## src/design/bse_pkg.sv

```systemverilog
// Shared types, constants and codes of the BMP LSB embedder.
package bse_pkg;

	localparam int HEADER_BYTES = 54;
	localparam int LEN_BYTES    = 32;
	localparam int POS_W        = 36;
	localparam int MSG_LEN_W    = 32;

	// Header byte positions that the format check looks at.
	localparam int POS_MAGIC_B  = 0;
	localparam int POS_MAGIC_M  = 1;
	localparam int POS_SIZE_0   = 2;
	localparam int POS_SIZE_1   = 3;
	localparam int POS_SIZE_2   = 4;
	localparam int POS_OFFS_0   = 10;
	localparam int POS_OFFS_1   = 11;
	localparam int POS_OFFS_2   = 12;
	localparam int POS_DEPTH    = 28;

	localparam logic [7:0] MAGIC_B    = 8'h42;
	localparam logic [7:0] MAGIC_M    = 8'h4D;
	localparam logic [7:0] DEPTH_24   = 8'd24;
	localparam logic [7:0] LSB_CLEAR  = 8'hFE;

	typedef logic [POS_W-1:0]     pos_t;
	typedef logic [MSG_LEN_W-1:0] msg_len_t;

	typedef enum logic [1:0] {
		PHASE_HEADER  = 2'd0,
		PHASE_LENGTH  = 2'd1,
		PHASE_MESSAGE = 2'd2,
		PHASE_TAIL    = 2'd3
	} phase_t;

	typedef enum logic [1:0] {
		STATUS_OK         = 2'd0,
		STATUS_BAD_FORMAT = 2'd1,
		STATUS_TOO_LONG   = 2'd2
	} status_t;

	typedef struct packed {
		logic [7:0] cover_byte;
		logic [7:0] secret_byte;
		logic       end_of_file;
	} item_t;

	typedef struct packed {
		logic [7:0] stego_byte;
		phase_t     phase;
		status_t    status;
		logic       last_out;
	} result_t;

	// Per-file state; only the low two offset bytes are kept, the third is
	// compared as it arrives.
	typedef struct packed {
		pos_t        pos;
		logic [23:0] size_field;
		logic [15:0] offset_lo;
		logic [7:0]  shifter;
		status_t     status;
	} file_state_t;

endpackage

```

## src/design/bse_item_if.sv

```systemverilog
// Channel interfaces of the BMP LSB embedder: cover bytes, stego bytes, configuration.
interface bse_cover_if;
	logic       valid;
	logic       ready;
	logic [7:0] cover_byte;
	logic [7:0] secret_byte;
	logic       end_of_file;

	modport source (output valid, output cover_byte, output secret_byte,
		output end_of_file, input ready);
	modport sink (input valid, input cover_byte, input secret_byte,
		input end_of_file, output ready);
endinterface

interface bse_stego_if;
	logic       valid;
	logic       ready;
	logic [7:0] stego_byte;
	logic [1:0] phase;
	logic [1:0] status;
	logic       last_out;

	modport source (output valid, output stego_byte, output phase, output status,
		output last_out, input ready);
	modport sink (input valid, input stego_byte, input phase, input status,
		input last_out, output ready);
endinterface

interface bse_cfg_if;
	logic        valid;
	logic        ready;
	logic [31:0] message_length;

	modport source (output valid, output message_length, input ready);
	modport sink (input valid, input message_length, output ready);
endinterface

```

## src/design/bse_embed_logic.sv

```systemverilog
// Per-byte embedding logic: header checks, LSB replacement and next file state.
module bse_embed_logic (
	input  bse_pkg::item_t       item,
	input  bse_pkg::file_state_t cur,
	input  bse_pkg::msg_len_t    msg_len,
	output bse_pkg::result_t     result,
	output bse_pkg::file_state_t nxt
);

	localparam bse_pkg::pos_t POS_LAST_HDR = bse_pkg::pos_t'(bse_pkg::HEADER_BYTES - 1);
	localparam bse_pkg::pos_t POS_LEN_END  =
		bse_pkg::pos_t'(bse_pkg::HEADER_BYTES + bse_pkg::LEN_BYTES);
	localparam bse_pkg::pos_t POS_HDR_END  = bse_pkg::pos_t'(bse_pkg::HEADER_BYTES);

	logic [bse_pkg::POS_W:0]   msg_end;
	logic [bse_pkg::POS_W-1:0] need;
	logic [4:0]                len_sel;
	logic [2:0]                k_low;
	logic [2:0]                msg_bit_idx;
	logic [7:0]                shift_src;
	logic                      in_message;
	logic                      lsb;
	bse_pkg::status_t          status_hdr;

	assign msg_end = {2'b00, msg_len, 3'b000} + (bse_pkg::POS_W+1)'(POS_LEN_END);
	assign need    = {1'b0, msg_len, 3'b000} + bse_pkg::pos_t'(bse_pkg::LEN_BYTES);
	assign in_message = ({1'b0, cur.pos} < msg_end);

	// Length bit: bytes of the length little-endian, bits MSB first.
	assign k_low   = cur.pos[2:0] - POS_HDR_END[2:0];
	assign len_sel = {cur.pos[4:3] - POS_HDR_END[4:3] - 2'(k_low > cur.pos[2:0]), ~k_low};

	// Bit position within the current message byte, which spans eight cover bytes.
	assign msg_bit_idx = cur.pos[2:0] - POS_LEN_END[2:0];
	assign shift_src   = (msg_bit_idx == 3'd0) ? item.secret_byte : cur.shifter;

	always_comb begin
		nxt        = cur;
		status_hdr = cur.status;
		if (cur.pos == bse_pkg::pos_t'(bse_pkg::POS_MAGIC_B) && item.cover_byte != bse_pkg::MAGIC_B)
			status_hdr = bse_pkg::STATUS_BAD_FORMAT;
		if (cur.pos == bse_pkg::pos_t'(bse_pkg::POS_MAGIC_M) && item.cover_byte != bse_pkg::MAGIC_M)
			status_hdr = bse_pkg::STATUS_BAD_FORMAT;
		if (cur.pos == bse_pkg::pos_t'(bse_pkg::POS_SIZE_0))
			nxt.size_field[7:0] = item.cover_byte;
		if (cur.pos == bse_pkg::pos_t'(bse_pkg::POS_SIZE_1))
			nxt.size_field[15:8] = item.cover_byte;
		if (cur.pos == bse_pkg::pos_t'(bse_pkg::POS_SIZE_2))
			nxt.size_field[23:16] = item.cover_byte;
		if (cur.pos == bse_pkg::pos_t'(bse_pkg::POS_OFFS_0))
			nxt.offset_lo[7:0] = item.cover_byte;
		if (cur.pos == bse_pkg::pos_t'(bse_pkg::POS_OFFS_1))
			nxt.offset_lo[15:8] = item.cover_byte;
		if (cur.pos == bse_pkg::pos_t'(bse_pkg::POS_OFFS_2) && cur.status == bse_pkg::STATUS_OK
				&& {item.cover_byte, cur.offset_lo} != 24'(bse_pkg::HEADER_BYTES))
			status_hdr = bse_pkg::STATUS_BAD_FORMAT;
		if (cur.pos == bse_pkg::pos_t'(bse_pkg::POS_DEPTH) && cur.status == bse_pkg::STATUS_OK
				&& item.cover_byte != bse_pkg::DEPTH_24)
			status_hdr = bse_pkg::STATUS_BAD_FORMAT;
		if (cur.pos == POS_LAST_HDR && cur.status == bse_pkg::STATUS_OK
				&& {12'd0, cur.size_field} < need)
			status_hdr = bse_pkg::STATUS_TOO_LONG;
		// The first error found in a file is the one that sticks.
		if (cur.status != bse_pkg::STATUS_OK)
			status_hdr = cur.status;

		lsb = 1'b0;
		result.stego_byte = item.cover_byte;
		result.last_out   = item.end_of_file;
		result.status     = cur.status;
		if (cur.pos < POS_HDR_END) begin
			result.phase  = bse_pkg::PHASE_HEADER;
			result.status = status_hdr;
			nxt.status    = status_hdr;
		end else if (cur.status != bse_pkg::STATUS_OK) begin
			result.phase = bse_pkg::PHASE_TAIL;
		end else if (cur.pos < POS_LEN_END) begin
			result.phase = bse_pkg::PHASE_LENGTH;
			lsb = msg_len[len_sel];
			result.stego_byte = (item.cover_byte & bse_pkg::LSB_CLEAR) | {7'd0, lsb};
		end else if (in_message) begin
			result.phase = bse_pkg::PHASE_MESSAGE;
			lsb = shift_src[7];
			result.stego_byte = (item.cover_byte & bse_pkg::LSB_CLEAR) | {7'd0, lsb};
			nxt.shifter = {shift_src[6:0], 1'b0};
		end else begin
			result.phase = bse_pkg::PHASE_TAIL;
		end

		if (item.end_of_file) begin
			nxt = '0;
		end else if (cur.pos != '1) begin
			nxt.pos = cur.pos + bse_pkg::pos_t'(1);
		end
	end

endmodule

```

## src/design/bmp_lsb_stego_embedder.sv

```systemverilog
// Top level of the BMP LSB embedder: input register, embedding logic, result register.
//
// Usage: the cover channel takes one byte of a 24-bit BMP file per request,
// together with the current secret byte and an end-of-file mark. The stego
// channel returns exactly one request per accepted byte, in order. The
// configuration channel sets the message length in bytes; it is always ready
// and should only be written while no byte is in flight.
//
// A byte accepted is held in the input register, processed by the embedding
// logic and taken into the result register when the stego channel is free,
// then offered on the stego channel.
// Throughput: one byte per cycle while the receiver keeps up; the per-byte
// work is a position compare and one bit replacement between the two registers.
//
// Reset clears the position, the header fields, the status and the message
// length. The per-file state also clears after the byte marked end of file.
// When the receiver stalls, the result register holds its request and the
// input register still takes one more byte, after which the cover channel
// drops ready until the stego channel moves again.
module bmp_lsb_stego_embedder (
	input logic        clk,
	input logic        arst_n,
	bse_cover_if.sink  bmp,
	bse_stego_if.source stego,
	bse_cfg_if.sink    cfg
);

	logic                  valid_s1;
	bse_pkg::item_t        item_s1;
	logic                  valid_s2;
	bse_pkg::result_t      result_s2;
	bse_pkg::file_state_t  state_q;
	bse_pkg::msg_len_t     msg_len_q;
	bse_pkg::result_t      result_comb;
	bse_pkg::file_state_t  state_nxt;
	logic                  out_free;
	logic                  advance;

	assign out_free  = !valid_s2 || stego.ready;
	assign advance   = valid_s1 && out_free;
	assign bmp.ready = !valid_s1 || out_free;
	assign cfg.ready = 1'b1;

	bse_embed_logic u_logic (
		.item    (item_s1),
		.cur     (state_q),
		.msg_len (msg_len_q),
		.result  (result_comb),
		.nxt     (state_nxt)
	);

	always_ff @(posedge clk or negedge arst_n) begin
		if (!arst_n) begin
			valid_s1  <= 1'b0;
			valid_s2  <= 1'b0;
			state_q   <= '0;
			msg_len_q <= '0;
		end else begin
			if (bmp.ready)
				valid_s1 <= bmp.valid;
			if (out_free)
				valid_s2 <= valid_s1;
			if (advance)
				state_q <= state_nxt;
			if (cfg.valid)
				msg_len_q <= cfg.message_length;
		end
	end

	always_ff @(posedge clk) begin
		if (bmp.ready && bmp.valid) begin
			item_s1.cover_byte  <= bmp.cover_byte;
			item_s1.secret_byte <= bmp.secret_byte;
			item_s1.end_of_file <= bmp.end_of_file;
		end
		if (advance)
			result_s2 <= result_comb;
	end

	assign stego.valid      = valid_s2;
	assign stego.stego_byte = result_s2.stego_byte;
	assign stego.phase      = result_s2.phase;
	assign stego.status     = result_s2.status;
	assign stego.last_out   = result_s2.last_out;

endmodule

```

## src/flat_wrapper.sv

```systemverilog
// flat-port wrapper written by rule: the top's interface ports become plain ports
module bmp_lsb_stego_embedder_flat 
  (clk, arst_n, bmp_valid, bmp_cover_byte, bmp_secret_byte, bmp_end_of_file, bmp_ready, stego_valid, stego_stego_byte, stego_phase, stego_status, stego_last_out, stego_ready, cfg_valid, cfg_message_length, cfg_ready);
  bse_cover_if bmp_i ();
  bse_stego_if stego_i ();
  bse_cfg_if cfg_i ();
  input logic clk;
  input logic arst_n;
  input wire logic [$bits(bmp_i.valid)-1:0] bmp_valid;
  input wire logic [$bits(bmp_i.cover_byte)-1:0] bmp_cover_byte;
  input wire logic [$bits(bmp_i.secret_byte)-1:0] bmp_secret_byte;
  input wire logic [$bits(bmp_i.end_of_file)-1:0] bmp_end_of_file;
  output wire logic [$bits(bmp_i.ready)-1:0] bmp_ready;
  output wire logic [$bits(stego_i.valid)-1:0] stego_valid;
  output wire logic [$bits(stego_i.stego_byte)-1:0] stego_stego_byte;
  output wire logic [$bits(stego_i.phase)-1:0] stego_phase;
  output wire logic [$bits(stego_i.status)-1:0] stego_status;
  output wire logic [$bits(stego_i.last_out)-1:0] stego_last_out;
  input wire logic [$bits(stego_i.ready)-1:0] stego_ready;
  input wire logic [$bits(cfg_i.valid)-1:0] cfg_valid;
  input wire logic [$bits(cfg_i.message_length)-1:0] cfg_message_length;
  output wire logic [$bits(cfg_i.ready)-1:0] cfg_ready;
  assign bmp_i.valid = bmp_valid;
  assign bmp_i.cover_byte = bmp_cover_byte;
  assign bmp_i.secret_byte = bmp_secret_byte;
  assign bmp_i.end_of_file = bmp_end_of_file;
  assign bmp_ready = bmp_i.ready;
  assign stego_valid = stego_i.valid;
  assign stego_stego_byte = stego_i.stego_byte;
  assign stego_phase = stego_i.phase;
  assign stego_status = stego_i.status;
  assign stego_last_out = stego_i.last_out;
  assign stego_i.ready = stego_ready;
  assign cfg_i.valid = cfg_valid;
  assign cfg_i.message_length = cfg_message_length;
  assign cfg_ready = cfg_i.ready;
  bmp_lsb_stego_embedder u_core (.clk(clk), .arst_n(arst_n), .bmp(bmp_i), .stego(stego_i), .cfg(cfg_i));
endmodule
```

## config.mk

```make
export PLATFORM = sky130hd
export DESIGN_NAME = bmp_lsb_stego_embedder_flat
export DESIGN_NICKNAME = d
export VERILOG_FILES = /design/src/design/bse_pkg.sv /design/src/design/bse_item_if.sv /design/src/design/bse_embed_logic.sv /design/src/design/bmp_lsb_stego_embedder.sv /design/src/flat_wrapper.sv
export SDC_FILE = /design/constraint.sdc
export NUM_CORES = 1
export LEC_CHECK = 0
export ABC_AREA = 1
export BUFFER_PORTS_ARGS = -buffer_cell sky130_fd_sc_hd__buf_2
export CORE_UTILIZATION = 55
export CTS_BUF_LIST = sky130_fd_sc_hd__clkbuf_2
export CTS_CLUSTER_SIZE = 14
export DETAILED_ROUTE_END_ITERATION = 8
export PLACE_DENSITY = 0.74
export SLEW_MARGIN = 10
export SYNTH_ARGS = -nofsm -noshare
export SYNTH_HDL_FRONTEND = slang
export SYNTH_SLANG_ARGS = --single-unit
```

## constraint.sdc

```tcl
create_clock -name clk -period 3.43 [get_ports clk]
set_input_delay 0.686 -clock clk [delete_from_list [all_inputs] [get_ports clk]]
set_output_delay 0.686 -clock clk [all_outputs]
set_load 0.02 [all_outputs]
```

== Word-level counts from Yosys, hierarchy flattened ==
Cells that the tools add are included.

* $add $sub $neg: 6
* Magnitude comparators: 6
* Eq/ne operators: 17
* Multiplexer cells: 28
* Bitwise logic cells: 3
* Reduce and logical (&&, ||, !) cells: 32

{| class="wikitable"
|+ Operators with widths
! kind !! number
|-
| $eq A36 B4 Y1 const B || 3
|-
| $mux W8 || 13
|-
| $eq A36 B2 Y1 const B || 2
|-
| $mux W36 || 2
|-
| $mux W50 || 1
|-
| $lt A36 B37 Y1 || 1
|-
| $add A35 B6 Y36 const B || 1
|-
| $add A35 B7 Y36 const B || 1
|-
| $add A36 B1 Y36 const B || 1
|-
| $eq A36 B1 Y1 const B || 1
|-
| $eq A36 B3 Y1 const B || 1
|-
| $eq A36 B5 Y1 const B || 1
|-
| $eq A36 B6 Y1 const B || 1
|-
| $logic_not A36 Y1 || 1
|-
| $lt A24 B36 Y1 || 1
|-
| $lt A36 B6 Y1 const B || 1
|-
| $lt A36 B7 Y1 const B || 1
|-
| $ne A36 B36 Y1 const B || 1
|-
| $ne A24 B6 Y1 const B || 1
|-
| $mux W2 || 8
|-
| $ne A8 B7 Y1 const B || 2
|-
| $or A8 B1 Y8 || 2
|-
| $reduce_bool A2 Y1 || 8
|-
| $reduce_and A2 Y1 || 6
|-
| other kinds (17) || 31
|}

* Flip-flop bits (word level): 150
* Input port bits: 54
* Word-level logic and storage cells: 110

== Logic depth before layout (Yosys ltp) ==
Gate-level depths: netlist of the first run.

* Depth after elaboration: 10
* Depth in mapped cells: 23
* Mapped depth without buffers: 22

== By module ==
From an unflattened synthesis of the first run, not the netlist that was laid out.

* Cells, all modules: 1530
* Area, all modules: 11081.9 um2

{| class="wikitable"
|+ Modules (own cells, without submodules)
! module !! instances !! cells an instance !! area each (um2) !! sequential area each (um2)
|-
| bmp_lsb_stego_embedder || 1 || 550 || 5650.4 || 3903.7
|-
| bse_embed_logic || 1 || 980 || 5431.5 || 0.0
|}

== Worst setup path before layout of the first run ==
No wires, ideal clock.

* Kind: reg2reg
* Start point: register u_core.msg_len_q[3]
* End point: register u_core.state_q[4] (netlist bit)
* Data arrival time: 2891 ps
* Setup slack: 411 ps
* Stages on the path, launching flop included: 22
* Path buffers: 1
* Period minus slack after synthesis: 3019 ps
* Cells stage by stage: dfrtp_1 -> inv_1 -> ha_1 -> nand2_1 -> nand2_1 -> nand3_1 -> nor2_1 -> nand3_1 -> nor2_1 -> nand2_1 -> xor2_1 -> ha_1 -> nand3_1 -> inv_1 -> nand2_1 -> nor4_1 -> nand3_1 -> nand3_1 -> nand2_1 -> nand4_2 -> buf_4 -> o21ai_0

* Longest elaborated chain between the ends: 4

{| class="wikitable"
|+ Ends and longest elaborated chain
! element !! RTL line !! RTL
|-
| start, declared || bmp_lsb_stego_embedder.sv:33 || <nowiki>bse_pkg::msg_len_t msg_len_q;</nowiki>
|-
| start signal, assigned || bmp_lsb_stego_embedder.sv:66 || <nowiki>msg_len_q <= cfg.message_length;</nowiki>
|-
| $add A35 B7 Y36 || bse_embed_logic.sv:25 || <nowiki>assign msg_end = {2'b00, msg_len, 3'b000} + (bse_pkg::POS_W+1)'(POS_LEN_END);</nowiki>
|-
| $lt A36 B37 Y1 || bse_embed_logic.sv:27 || <nowiki>assign in_message = ({1'b0, cur.pos} < msg_end);</nowiki>
|-
| $reduce_bool A2 Y1 (no line) || -- ||
|-
| $reduce_and A5 Y1 (no line) || -- ||
|-
| end signal, assigned || bmp_lsb_stego_embedder.sv:64 || <nowiki>state_q <= state_nxt;</nowiki>
|-
| end, declared || bmp_lsb_stego_embedder.sv:32 || <nowiki>bse_pkg::file_state_t state_q;</nowiki>
|}

No other way between the ends.
A chain may end at the register's enable or synchronous reset.

==> run summary, run 1 <==
Wire per inst -> 16.9 um
Starting DRC count in detailed routing -> 833
Placed cells -> 1559
Seq cells post-synth -> 146
Worst-path clk slew -> 0.25 ns
R2R depth -> 21
Worst reg2reg startpoint -> u_core.msg_len_q[1]
Required time worst endpoint -> 3.95 ns
Hold Vio Cnt, Final -> 0
Final Cell Area -> 11000 um^2
Critical Path Sink Type -> register
Aggregate global routing overflow -> 0
Mapped Area -> 9840 um^2
Max Freq -> 0.304 GHz
Net Count, Synth -> 1392
Hold path start -> bmp_cover_byte[0]
Max-cap violations -> 0
Number of enable flip-flop cells after synthesis -> 30
Area growth from synthesis to layout -> 11.3%
Die ar. -> 18400 um^2
Final nets -> 1482
Largest net degree at the start of global routing -> 65
CTS root buf -> clkbuf_2
Cell Pwr Density -> 452 nW/um^2
Most frequent cells in the layout -> nand2_1, nor2_1, inv_1, dfrtp_1, o21ai_0
CP Data Arrival Time -> 3.81 ns
Async S/R FF share, synth -> 79.5%
DR top layer -> met4
Logic pwr share -> 30.5%
Placed Area -> 10500 um^2
Core Rows -> 48
Global-route wire length before repair -> 42900 um
Critical path startpoint category -> register
CP Class -> register to register
Number of iterations in the first detailed-routing pass -> 6
DRC viols -> 0
Yosys warning total -> 0
GP Congestion -> 1.01
Power, Total -> 4.95 mW
Layout cells sized above 1 -> 16.0%
Sequential area share after synthesis -> 38.7%
Seq pwr share -> 45.5%
DR vias -> 8895
Initial Utilization -> 56.7%
Routed length on met2 -> 12600 um
Die Width -> 136 um
Hold Crit Class -> input port to register
Vias/cell -> 5.55
Die Y -> 136 um
CTS tree -> built
FF-to-FF End -> u_core.stego.stego_byte[0]
Yosys cell types -> 46
Fin crit share -> 96.0%
Slew Viols, Final -> 0
Leak -> 5.05 nW
Slew @ Worst Pin -> 0.913 ns
Fin cells -> 1604
DP Wirelength -> 20900 um
Post-route clock skew -> 0.0658 ns
Clock Latency Late Sink -> 0.78 ns
Clock Path Buffers -> 2
Maximum vdd drop -> 0.436 mV
WL met1 -> 12100 um
Setup Viol. Count Final -> 0
Sw Ratio -> 39.4%
Final wirelength -> 27100 um
Status -> finished clean
Mean Syn Cell Area -> 7.72 um^2
Design internal power -> 3.00 mW
NetSw -> 1.95 mW
WL met3 -> 1900 um
Hold Path Sink -> u_core.item_s1[9]
Ys flop type -> dfrtp_1
Clock Power Share -> 24.1%
# clock sinks -> 146
FF-to-FF setup slack -> 0.14 ns
Initial antenna violation count -> 1
Crit-path max FO -> 5
I/O Buffers -> 68
Post-Syn Instances -> 1275
H-tree depth -> 4
Hold path depth -> 1
Min Tclk post-route -> 3.29 ns
Vias in the first global route -> 8275
CTS Buf Count -> 17
Total track usage -> 30.7%
RSZ-0062 raised after global routing -> yes
Final ANT Viol Nets -> 0
IO Count -> 70
Most common cell after layout, fill and taps aside -> nand2_1
Rel. slew slack -> 39.2%
Core Area -> 17400 um^2
Fin Hold WS -> 0.0904 ns
-- cell families after synthesis --
family	after synthesis	synth area share, %
flip-flops	146	38.7
AND/OR/NAND/NOR	624	28.1
XOR/XNOR	67	5.96
buffers and inverters	163	6.89
other	1	0.0381
AO/OA/AOI/OAI	211	12.3
adder cells (fa/ha/maj)	63	8.01
-- critical path, stage by stage, from the launching register on --
cell and delay (ns):
dfrtp_1 0.46, ha_2 0.22, nor2_2 0.05, nor2_4 0.16, nand2_2 0.10, nor2_4 0.17
nand2_4 0.07, nor3_4 0.20, nand2_2 0.09, nor3_2 0.17, xor2_1 0.18, ha_1 0.26
a21oi_1 0.13, o21ai_1 0.08, nand2_1 0.08, nand3_2 0.07, a21oi_2 0.15, nand3_4 0.14
nand2_1 0.09, nand2_1 0.05, nand2_1 0.07, nand3_1 0.09
-- per-layer routing --
| layer | global-route usage, % | vias to the layer above |
|---|---|---|
| met5 | 0 | - |
| met2 | 49.5 | 304 |
| li1 | - | 4420 |
| met1 | 41.2 | 4121 |
| met4 | 9.11 | 0 |
| met3 | 6.58 | 50 |
-- power groups by stage --
stage	registers (mW)	clock network, mW	logic [mW]
detailed placement	2.28	0	1.46
CTS	2.24	1.20	1.47
floorplan	2.23	0	1.03
global route	2.28	1.28	1.70
finish	2.25	1.19	1.51
global placement	2.27	0	1.42
-- metrics by stage --
| stage | utilization [%] | setup WS, ns | setup TNS [ns] |
|---|---|---|---|
| floorplan | - | 0.411 | 0 |
| global placement | 60.2 | 0.106 | 0 |
| detailed placement | 60.2 | -0.0510 | -0.241 |
| CTS | 62.0 | 0.0407 | 0 |
| global route | 63.1 | -0.0407 | -0.190 |
| finish | 63.1 | 0.139 | 0 |
-- timing repair --
| item | in CTS | in global routing |
|---|---|---|
| cloned | 0 | 1 |
| setup endpoints to repair | 8 | 9 |
| pin swaps | 0 | 15 |
| setup buffers | 0 | 9 |
| hold endpoints to repair | 50 | 1 |
| hold buffers | 1 | 1 |
| resized for setup | 3 | 27 |
-- synth_stat cells, types with 2 or more instances --
master    instances  area share [%]
o21ai_2          19             1.7
buf_6             5            0.57
nand2_2          11            0.70
dfrtp_1         116              30
nand4_2           2            0.25
ha_1             63             8.0
nor4_2            3            0.38
nor3_2            5            0.51
nor4_1            8            0.51
o22ai_1           2            0.13
nor2_1          141             5.4
o21ai_0          81             4.1
xnor2_1           8            0.71
nand3_2           3            0.31
nand2_1         310              12
nor2_4            5            0.57
buf_4             6            0.46
edfxtp_1         30             9.2
nor2_2           10            0.64
xor2_1           59             5.3
buf_2             5            0.25
a21oi_1          55             2.8
o21ai_1          27             1.4
o21a_1            2            0.15
clkinv_1          3            0.11
nand3_1          73             3.7
a22oi_1           2            0.15
nor3_1           28             1.4
inv_2            11            0.42
clkbuf_1         12            0.46
inv_1           120             4.6
nand3b_1          2            0.15
nand4_1          19             1.2
o31ai_1          17             1.3
-- sequential cells by signal, indices dropped and copies added, names as in the netlist --
name and count:
u_core.stego.status 2, u_core.valid_s1 1, u_core.stego.valid 1, u_core.stego.phase 2, u_core.stego.last_out 1, u_core.state_q 82
u_core.stego.stego_byte 8, u_core.item_s1 17, u_core.msg_len_q 32
-- worst max-delay path by stage --
stage	from	to	slack, ns	depth (start not counted)
after floorplan	u_core.msg_len_q[3]	u_core.state_q[4]	0.41	21
after global placement	u_core.msg_len_q[3]	u_core.state_q[3]	0.11	21
after detailed placement	u_core.msg_len_q[3]	u_core.state_q[3]	-0.05	18
after CTS	u_core.msg_len_q[3]	u_core.state_q[7]	0.04	21
after global routing	u_core.msg_len_q[1]	u_core.state_q[4]	-0.04	21
final	u_core.msg_len_q[1]	u_core.stego.stego_byte[0]	0.14	21
-- final cells by class --
| type | count | area [um^2] |
|---|---|---|
| multi-input cells | 967 | 5490 |
| diodes | 1 | 2.50 |
| flip-flops and latches | 146 | 3800 |
| well taps | 225 | 282 |
| clock buffers | 18 | 90.1 |
| clock inverters | 14 | 190 |
| fillers | 1573 | 6400 |
| inverters | 134 | 503 |
| repair buffers | 99 | 593 |
Power figures use the tool's default switching activity.
==> run 2, diff against run 1 <==
--- a/config.mk
+++ b/config.mk
@@ -7,11 +7,13 @@
 export LEC_CHECK = 0
 export ABC_AREA = 1
 export BUFFER_PORTS_ARGS = -buffer_cell sky130_fd_sc_hd__buf_2
-export CORE_UTILIZATION = 55
+export CORE_MARGIN = 2
+export CORE_UTILIZATION = 63
 export CTS_BUF_LIST = sky130_fd_sc_hd__clkbuf_2
 export CTS_CLUSTER_SIZE = 14
 export DETAILED_ROUTE_END_ITERATION = 8
-export PLACE_DENSITY = 0.74
+export PLACE_DENSITY = 0.83
+export SKIP_CTS_REPAIR_TIMING = 1
 export SLEW_MARGIN = 10
 export SYNTH_ARGS = -nofsm -noshare
 export SYNTH_HDL_FRONTEND = slang
==> run summary, run 2 (synthesized netlist as in run 1, its figures left out) <==
Starting DRC count in detailed routing -> 937 (+12%)
Crit-path max FO -> 7 (+2)
Wire per inst -> 17.3 um (+2.3%)
Setup TNS -> 0 ns (unchanged)
Slowest CP cell -> dfrtp_2
Fin crit share -> 98.1% (+2.2 points)
Most frequent cells in the layout -> nand2_1, nor2_1, inv_1, dfrtp_1, o21ai_0
Required time worst endpoint -> 4.12 ns (+0.17 ns)
Top delay family on crit path -> simple AND/OR/NAND/NOR gates
Hold path depth -> 1 (unchanged)
Initial Utilization -> 64.5% (+7.8 points)
Worst-path clk slew -> 0.24 ns (about the same)
CTS Buf Count -> 17 (unchanged)
Cell Pwr Density -> 447 nW/um^2 (-1.1%)
Fin Hold WS -> 0.0738 ns (-0.0166 ns)
H-tree depth -> 4 (unchanged)
Hold Vio Cnt, Final -> 0 (unchanged)
Initial antenna violation count -> 1 (unchanged)
IO Count -> 70 (unchanged)
Die ar. -> 16600 um^2 (-9.7%)
Largest net degree at the start of global routing -> 65 (unchanged)
Hold Crit Class -> input port to register
Post-route clock skew -> 0.0436 ns (-0.0222 ns)
Leak -> 5.02 nW (-0.65%)
CP Data Arrival Time -> 4.06 ns (+0.25 ns)
Number of iterations in the first detailed-routing pass -> 6 (unchanged)
Core Rows -> 45 (-6.3%)
Slew Viols, Final -> 0 (unchanged)
RSZ-0062 raised after global routing -> yes
Vias in the first global route -> 8404 (+1.6%)
Clock Path Buffers -> 2 (unchanged)
CP Class -> register to register
Worst reg2reg startpoint -> u_core.msg_len_q[2]
Max-cap violations -> 0 (unchanged)
Aggregate global routing overflow -> 0 (unchanged)
CP Depth -> 21 (unchanged)
R2R depth -> 21 (unchanged)
Hold Path Sink -> u_core.item_s1[1]
Status -> finished clean
Core Area -> 15300 um^2 (-12%)
Die Width -> 129 um (-5.0%)
Critical Path Sink Type -> register
Total track usage -> 33.5% (+2.8 points)
Maximum vdd drop -> 0.530 mV (+21%)
I/O Buffers -> 68 (unchanged)
DP Wirelength -> 20700 um (-1.0%)
Min Tclk post-route -> 3.37 ns (+0.0748 ns)
Largest Register -> u_core.state_q
Final ANT Viol Nets -> 0 (unchanged)
Vias/cell -> 5.77 (+4.0%)
Critical path startpoint category -> register
CTS tree -> built
Global-route wire length before repair -> 42800 um (-0.19%)
Biggest regs -> u_core.state_q (82), u_core.msg_len_q (32), u_core.item_s1 (17)
CP peak stage delay -> 0.49 ns (+0.03 ns)
WP buf/inv -> 1 (+1)
CTS root buf -> clkbuf_2
DR vias -> 9156 (+2.9%)
Max Freq -> 0.297 GHz (-2.2%)
Area growth from synthesis to layout -> 10.8%
Most common cell after layout, fill and taps aside -> nand2_1
FF-to-FF setup slack -> 0.06 ns (-0.07 ns)
# clock sinks -> 146 (unchanged)
Crit-path cells -> ha_4, nor2_4, nor2_4, nand2_4, nor2_4, nand2_2, nor3_4, nand2_2, buf_4, xor2_1, ha_1, nand2_2, nor2_1, nor2_1, nand3_1, a21oi_4, nand3_4, nand2_4, nand4_4, nand2_1, o21ai_1
Hold path start -> bmp_secret_byte[0]
Clock Latency Late Sink -> 0.79 ns (about the same)
Setup Viol. Count Final -> 0 (unchanged)
Rel. slew slack -> 38.2% (-0.99 points)
Slew @ Worst Pin -> 0.927 ns (+0.0148 ns)
GP Congestion -> 0.986 (-2.1%)
Final wirelength -> 27400 um (+1.2%)
Power, Total -> 4.87 mW (-1.6%)
Layout cells sized above 1 -> 16.5% (+0.54 points)
Final nets -> 1479 (-0.20%)
Max reg flops -> 82 (unchanged)
Die Y -> 129 um (-5.0%)
DRC viols -> 0 (unchanged)
FF-to-FF End -> u_core.state_q[9]
## run 2: cell count changes in the layout (fill, tap and decap cells not counted), sizes merged
cell         delta
dlygate4sd3     -1
bufinv          -1
clkinvlp        +1
buf             -2
## run 2: power by group
part           leakage (nW)  switching [mW]  internal, mW
Sequential             1.80           0.223          2.03
Clock                 0.151           0.734         0.364
Combinational          3.06           0.996         0.524
Total                  5.02            1.95          2.92
## run 2: stage by stage
stage	instances	setup slack, ns	utilization (%)	instance area [um^2]
3_5_place_dp	1543	-0.144	68.2	10400
2_1_floorplan	1275	0.411	-	9840
3_3_place_gp	1543	0.0594	68.2	10400
4_1_cts	1575	-0.179	69.9	10700
6_report	1587	0.0639	71.4	10900
5_1_grt	1587	-0.136	71.4	10900
## run 2: area by class of cell
class / instances / area [um^2]
Multi-Input combinational cell: 967 / 5510
Fill cell: 1262 / 4360
Sequential cell: 146 / 3810
Timing Repair Buffer: 96 / 556
Inverter: 134 / 503
Tap cell: 211 / 264
Clock inverter: 14 / 165
Clock buffer: 18 / 90.1
Antenna cell: 1 / 2.50
## run 2: how the worst max path moves through the flow
stage | startpoint | end | slack (ns)
after floorplan | u_core.msg_len_q[3] | u_core.state_q[4] | 0.41
after global placement | u_core.msg_len_q[2] | u_core.state_q[3] | 0.06
after detailed placement | u_core.msg_len_q[2] | u_core.state_q[9] | -0.14
after CTS | u_core.msg_len_q[2] | u_core.state_q[9] | -0.18
after global routing | u_core.msg_len_q[2] | u_core.state_q[4] | -0.14
final | u_core.msg_len_q[2] | u_core.state_q[9] | 0.06
## run 2: layer usage
metal  GRT usage (%)  part of all wire (%)  vias up
li1                -                     -     4409
met1            45.2                    42     4272
met2            54.4                    47      398
met3            6.11                   7.4       77
met4            12.6                   3.0        0
met5               0                     0        -
## run 2: worst reg2reg max path: stages, from the launching register on
cell	delay (ns)
dfrtp_2	0.49
ha_4	0.17
nor2_4	0.04
nor2_4	0.16
nand2_4	0.08
nor2_4	0.15
nand2_2	0.10
nor3_4	0.20
nand2_2	0.09
buf_4	0.14
xor2_1	0.14
ha_1	0.31
nand2_2	0.12
nor2_1	0.06
nor2_1	0.09
nand3_1	0.15
a21oi_4	0.19
nand3_4	0.14
nand2_4	0.12
nand4_4	0.17
nand2_1	0.12
o21ai_1	0.06
